--- src/rtl/fwle_pkg.sv ---
`default_nettype none

package fwle_pkg;

  // Sector space and dummy-block rotation
  localparam int unsigned SECTOR_TOTAL   = 256;
  localparam int unsigned POSITION_TOTAL = SECTOR_TOTAL + 1;
  localparam int unsigned MEM_DEPTH      = SECTOR_TOTAL + 1;

  localparam int unsigned SECTOR_W = 8;   // logical sector
  localparam int unsigned PHYS_W   = 9;   // physical sector, dummy included
  localparam int unsigned ROT_W    = 8;   // rotation count, below POSITION_TOTAL-1
  localparam int unsigned CNT_W    = 20;  // erase counter
  localparam int unsigned KEY_W    = 8;

  // Feistel split: B = bit length of SECTOR_TOTAL, low half rounded up
  localparam int unsigned FB_W = $clog2(SECTOR_TOTAL + 1);
  localparam int unsigned LO_W = (FB_W + 1) / 2;
  localparam int unsigned HI_W = FB_W - LO_W;

  localparam logic [CNT_W-1:0] CNT_MAX         = '1;
  localparam logic [CNT_W-1:0] ENDURANCE_RESET = CNT_W'(100000);

  // Configuration register indexes
  localparam int unsigned CFG_IDX_W = 3;
  localparam logic [CFG_IDX_W-1:0] REG_RANDOMIZE = 3'd0;
  localparam logic [CFG_IDX_W-1:0] REG_KEY_FIRST = 3'd1;
  localparam logic [CFG_IDX_W-1:0] REG_KEY_SECOND = 3'd2;
  localparam logic [CFG_IDX_W-1:0] REG_KEY_THIRD = 3'd3;
  localparam logic [CFG_IDX_W-1:0] REG_ENDURANCE = 3'd4;

  typedef logic [KEY_W-1:0] key_set_t [3];

  typedef struct packed {
    logic                start;
    logic [SECTOR_W-1:0] sector;
  } perm_req_t;

  typedef struct packed {
    logic                done;
    logic [SECTOR_W-1:0] value;
  } perm_rsp_t;

endpackage

`default_nettype wire

--- src/rtl/fwle_perm.sv ---
`default_nettype none

// Keyed Feistel permutation with cycle walking: one round per cycle,
// repeated in passes of three until the value falls inside the sector range.
module fwle_perm
  import fwle_pkg::*;
(
  input  wire logic      clk,
  input  wire logic      rst_n,
  input  wire perm_req_t req,
  input  wire key_set_t  keys,
  output perm_rsp_t      rsp
);

  logic              busy_r, busy_nxt;
  logic [1:0]        round_r, round_nxt;
  logic [FB_W-1:0]   s_r, s_nxt;
  logic              done_r, done_nxt;

  logic [KEY_W-1:0]  key;
  logic [HI_W-1:0]   hi;
  logic [LO_W-1:0]   lo;
  logic [KEY_W-1:0]  t;
  logic [LO_W-1:0]   sq;
  logic [FB_W-1:0]   s_new;
  logic              in_range;

  always_comb begin
    unique case (round_r)
      2'd0:    key = keys[0];
      2'd1:    key = keys[1];
      default: key = keys[2];
    endcase
  end

  // only the low LO_W bits of the square feed the round
  always_comb begin
    hi       = s_r[FB_W-1 -: HI_W];
    lo       = s_r[LO_W-1:0];
    t        = KEY_W'(hi) ^ key;
    sq       = LO_W'(t * t);
    s_new    = {lo ^ sq, hi};
    in_range = ({1'b0, s_new} < (FB_W+1)'(SECTOR_TOTAL));
  end

  always_comb begin
    busy_nxt  = busy_r;
    round_nxt = round_r;
    s_nxt     = s_r;
    done_nxt  = 1'b0;
    if (req.start) begin
      busy_nxt  = 1'b1;
      round_nxt = 2'd0;
      s_nxt     = FB_W'(req.sector);
    end else if (busy_r) begin
      s_nxt = s_new;
      if (round_r == 2'd2) begin
        round_nxt = 2'd0;
        if (in_range) begin
          busy_nxt = 1'b0;
          done_nxt = 1'b1;
        end
      end else begin
        round_nxt = round_r + 2'd1;
      end
    end
  end

  always_ff @(posedge clk) begin
    if (!rst_n) begin
      busy_r  <= 1'b0;
      round_r <= 2'd0;
      done_r  <= 1'b0;
    end else begin
      busy_r  <= busy_nxt;
      round_r <= round_nxt;
      done_r  <= done_nxt;
    end
    s_r <= s_nxt;
  end

  assign rsp.done  = done_r;
  assign rsp.value = s_r[SECTOR_W-1:0];

endmodule

`default_nettype wire

--- config.mk ---
export PLATFORM = sky130hd
export DESIGN_NAME = fwle_perm
export DESIGN_NICKNAME = d
export VERILOG_FILES = /design/src/rtl/fwle_pkg.sv /design/src/rtl/fwle_perm.sv
export SDC_FILE = /design/constraint.sdc
export NUM_CORES = 1
export LEC_CHECK = 0
export BUFFER_PORTS_ARGS = -buffer_cell sky130_fd_sc_hd__clkbuf_2
export CAP_MARGIN = 20
export CORE_MARGIN = 2
export CORE_UTILIZATION = 44
export DETAILED_ROUTE_END_ITERATION = 8
export PLACE_DENSITY = 0.89
export SLEW_MARGIN = 20
export SYNTH_ARGS = -nofsm -noshare
export SYNTH_HDL_FRONTEND = slang
export SYNTH_SLANG_ARGS = --single-unit
--- constraint.sdc ---
create_clock -name clk -period 4.2 [get_ports clk]
set_input_delay 0.42 -clock clk [delete_from_list [all_inputs] [get_ports clk]]
set_output_delay 0.42 -clock clk [all_outputs]
set_load 0.03 [all_outputs]
# Yosys cells after proc, flatten, opt, wreduce, memory -nomap -nowiden
# Index checks and enable logic that the tools add are counted.
[classes]
shifts = 0
bitwise = 5
n_mul = 1
order_cmp = 1
addsub = 1
eq_ne = 2
reduce_logical = 4
div = 0
muxes = 9
[ops]
columns = ["op", "n"]
rows = [
  ["$mux 8", 2],
  ["$pmux 8 s2", 1],
  ["$lt 9x9->1 const B", 1],
  ["$mul 8x8->5", 1],
  ["$xor 4x8->8", 1],
  ["$mux 1", 5],
  ["$xor 5x5->5", 1],
  ["$reduce_or 4->1", 1],
  ["$not 1->1", 3],
  ["$add 2x1->2 const B", 1],
  ["$eq 2x1->1 const B", 1],
  ["$eq 2x2->1 const B", 1],
  ["$logic_not 2->1", 1],
  ["$mux 2", 1],
  ["$reduce_bool 2->1", 1],
  ["$reduce_or 2->1", 1],
]
[word_totals]
out_inout_bits = 9
mem_bits_rw = 0
elab_cells = 28
memories = 0
latch_bits = 0
mem_bits_ro = 0
input_bits = 35
regBits = 13

# Depth between registers and ports, before layout
[depth]
word_depth = 10
ltp_mapped = 14
ltp_nobuf = 13

# Least setup slack after synthesis
# No wires, ideal clock.
[synth_path]
path_type = "register to register"
start = "reg round_r[0]"
end = "reg s_r[8]"
path_slack_ns = 1.092
n_path_buf = 1
synth_period_minus_slack_ns = 3.108
arrival_ns = 3.013
stages_incl_launch_ff = 15
required_ns = 4.105
setup_time_ns = 0.095
path_cell_list = "dfxtp_1 -> buf_6 -> mux2i_1 -> o21ai_1 -> xnor2_1 -> nor2_1 -> ha_1 -> xor2_1 -> ha_1 -> ha_1 -> a21oi_1 -> xnor2_4 -> or3_1 -> a211o_1 -> o311ai_1"
[synth_between]
elab_chain_cells = 5
elab_cells_between_ends = 6
classes_between = "mul: 1; eq/ne: 1; mux: 1; bitwise: 2; reduce/logical: 1"
[synth_lines]
columns = ["item", "line_no", "rtl"]
rows = [
  ["start, declared", "fwle_perm.sv:16", "logic [1:0] round_r, round_nxt;"],
  ["start signal, assigned", "fwle_perm.sv:76", "round_r <= round_nxt;"],
  ["$eq 2x1->1 or $logic_not 2->1 (tied branches)", "fwle_perm.sv:29", "unique case (round_r)"],
  ["$pmux 8 s2 (*)", "fwle_perm.sv:29", ""],
  ["$xor 4x8->8 (*)", "fwle_perm.sv:40", "t = KEY_W'(hi) ^ key;"],
  ["$mul 8x8->5 (*)", "fwle_perm.sv:41", "sq = LO_W'(t * t);"],
  ["$xor 5x5->5 (*)", "fwle_perm.sv:42", "s_new = {lo ^ sq, hi};"],
  ["end signal, assigned", "fwle_perm.sv:79", "s_r <= s_nxt;"],
  ["end, declared", "fwle_perm.sv:17", "logic [FB_W-1:0] s_r, s_nxt;"],
]
# Mark *: on every way between the ends. The rest lies on a longest branch, timed or not.
# A chain may end at the register's enable or synchronous reset.

# Worst setup path after layout
# Ends and elaborated chain as after synthesis.

==> flow_summary.ini <==
[yosys]
synth-edff-count = 8
synth_top_area_frac = 0.272
synth.avg_cell_area_um2 = 10.4
synth_nets = 124
synthesis.area_um2 = 885
synth_cell_types = 31
async_reset_ff_frac = 0
synth_cells = 85
yosysTopAreaCell = edfxtp_1
yosysMostFrequentCell = nand2_1
ys_ff_latch = 13
synthTopCellsByArea = edfxtp_1 27%, dfxtp_1 11%, ha_1 5.7%
synthTopCellsByCount = 12 x nand2_1, 8 x edfxtp_1, 6 x nor2_1, 6 x o21ai_0
ys_warn_count = 0
yosysSeqAreaShare = 0.385
synth_ff_type = edfxtp_1

[cells_and_area]
syn2layout_area_growth_pct = 18.7
final_area_mm2 = 0.00105
antennaDiodeCount = 0
drive_above_1_share = 0.381
fin_cells = 140
final_core_util = 0.546
nets = 153

[floorplan]
rows = 16
die_h_um = 48.8
start_util = 0.460
die_x_um = 48.8
io_pins = 44
core_area_mm2 = 0.00192
die_area_mm2 = 0.00239

[sta]
slew_viol_final = 0
tightest_slew_ns = 0.413
rsz0062_at_grt = no
finalSetupTns_ns = 0
whs_ns = 0.367
slew_headroom = 0.723
fmax_mhz = 281
fin_crit_sh = 0.847
hold_viol = 0
min_period_ns = 3.56
fin_skew_ns = 0.00607
setup_violations = 0

[clock_tree]
clkTransAtPathRegs_ns = 0.08
cts_hold_buf = 0
cts_tree = yes
cts-htree-levels = 1
cts_made_buffers = 3
max-clock-path-buffers = 2
root_buffer = clkbuf_4
cts_num_sinks = 13
clock_latency_ns = 0.27
cts_resized = 0
cts_setup_buffers = 0

[drt]
post-route-drc-count = 0
drtPass1Iterations = 6
drt.antenna.violating_nets = 0
routed_wl_um = 1690
wl_per_cell_um = 12.1
drt-initial-drc-count = 17
routed_via_density = 4.92
via_count = 689

[worst_setup_path]
crit_type = register to register
r2r-start = round_r[0]
worst_ep_required_time_ns = 4.37
cp_max_fo = 8
rr_endpoint = s_r[8]
cp-start-kind = register
critPathArrivalTime_ns = 3.72
endpoint_kind = register
crit_path_start = round_r[0]
reg2reg_depth = 13
r2r_setup_slack_ns = 0.64

[power_and_ir_drop]
p_leak_nw = 0.470
ir_drop_mv = 0.341
pwr_density_cell_mw_per_mm2 = 499

[global_route]
grt_pass1_wl_um = 2820
first_global_vias = 705
grt_max_degree = 15
gr-usage-all-layers = 0.150
grt-ovfl-total = 0
antenna_found_initial = 0

[min_path]
hold_class = primary input to register
worstHoldPathCells = 3
hp-start = rst_n
hold_end = busy_r

[placed_design]
portBuffers = 31
place_congestion = 0.800
placed_area_mm2 = 0.00102
place_inst = 136
hpwl_um = 1380

[run]
maxCapViolCount = 0

[outcome]
status = finished, final reports clean
## worst max-delay path by stage
| stage | endpoint | slack, ns | cells past startpoint |
|---|---|---|---|
| 2_1_floorplan | s_r[8] | 1.09 | 14 |
| 3_3_place_gp | s_r[8] | 0.78 | 13 |
| 3_5_place_dp | s_r[8] | 0.65 | 13 |
| 4_1_cts | s_r[8] | 0.63 | 13 |
| 5_1_grt | s_r[8] | 0.43 | 13 |
| 6_report | s_r[8] | 0.64 | 13 |
## layout make-up
type / instances / area [um^2]
Fill cell: 172 / 872
Multi-Input combinational cell: 61 / 479
Sequential cell: 13 / 340
Timing Repair Buffer: 31 / 155
Tap cell: 27 / 33.8
Clock buffer: 4 / 26.3
Inverter: 4 / 15.0
## placed cells by master (no fill, tap or decap), types with 4 or more instances in the layout
cell type  count
clkbuf_2      31
dfxtp_1        5
edfxtp_1       8
ha_1           4
inv_1          4
mux2_2         4
nand2_1       12
nor2_1         6
o21ai_0        6
xnor2_1        5
## registers in the layout, summed over array words and instances, names as in the netlist
| signal | cells |
|---|---|
| done_r | 1 |
| busy_r | 1 |
| round_r | 2 |
| s_r | 9 |
## worst max-delay path: stages, from the launching register on
cell and delay [ns]:
dfxtp_1 0.53, mux2i_1 0.22, o21ai_1 0.08, xnor2_1 0.37
nor2_1 0.19, ha_1 0.32, xor2_1 0.16, ha_1 0.22
ha_1 0.18, a21oi_1 0.33, xnor2_4 0.11, or3_1 0.35
a211o_1 0.30, o311ai_1 0.08
## per-stage QoR
stage | power, mW | setup WS (ns)
after global routing | 0.556 | 0.435
final | 0.524 | 0.644
after detailed placement | 0.451 | 0.650
after CTS | 0.527 | 0.630
after global placement | 0.438 | 0.777
after floorplan | 0.400 | 1.09
## power breakdown
group	switching [mW]	internal, mW	leakage, nW	total [mW]
Combinational	0.137	0.121	0.333	0.258
Clock	0.0387	0.0367	0.0150	0.0754
Sequential	0.0254	0.166	0.122	0.191
## layer usage
layer	track usage	vias up	wire [um]
met3	0.0184	0	78
li1	-	346	-
met5	0	-	0
met1	0.185	320	724
met2	0.258	23	884
met4	0.0762	0	0
## cell families after synthesis
family | share of synthesized area
simple gates | 0.124
compound gates | 0.0891
fa+ha+maj | 0.0566
mux | 0.127
xor+xnor | 0.144
buf+inv | 0.0735
flops | 0.385
(Power assumes the default switching activity.)
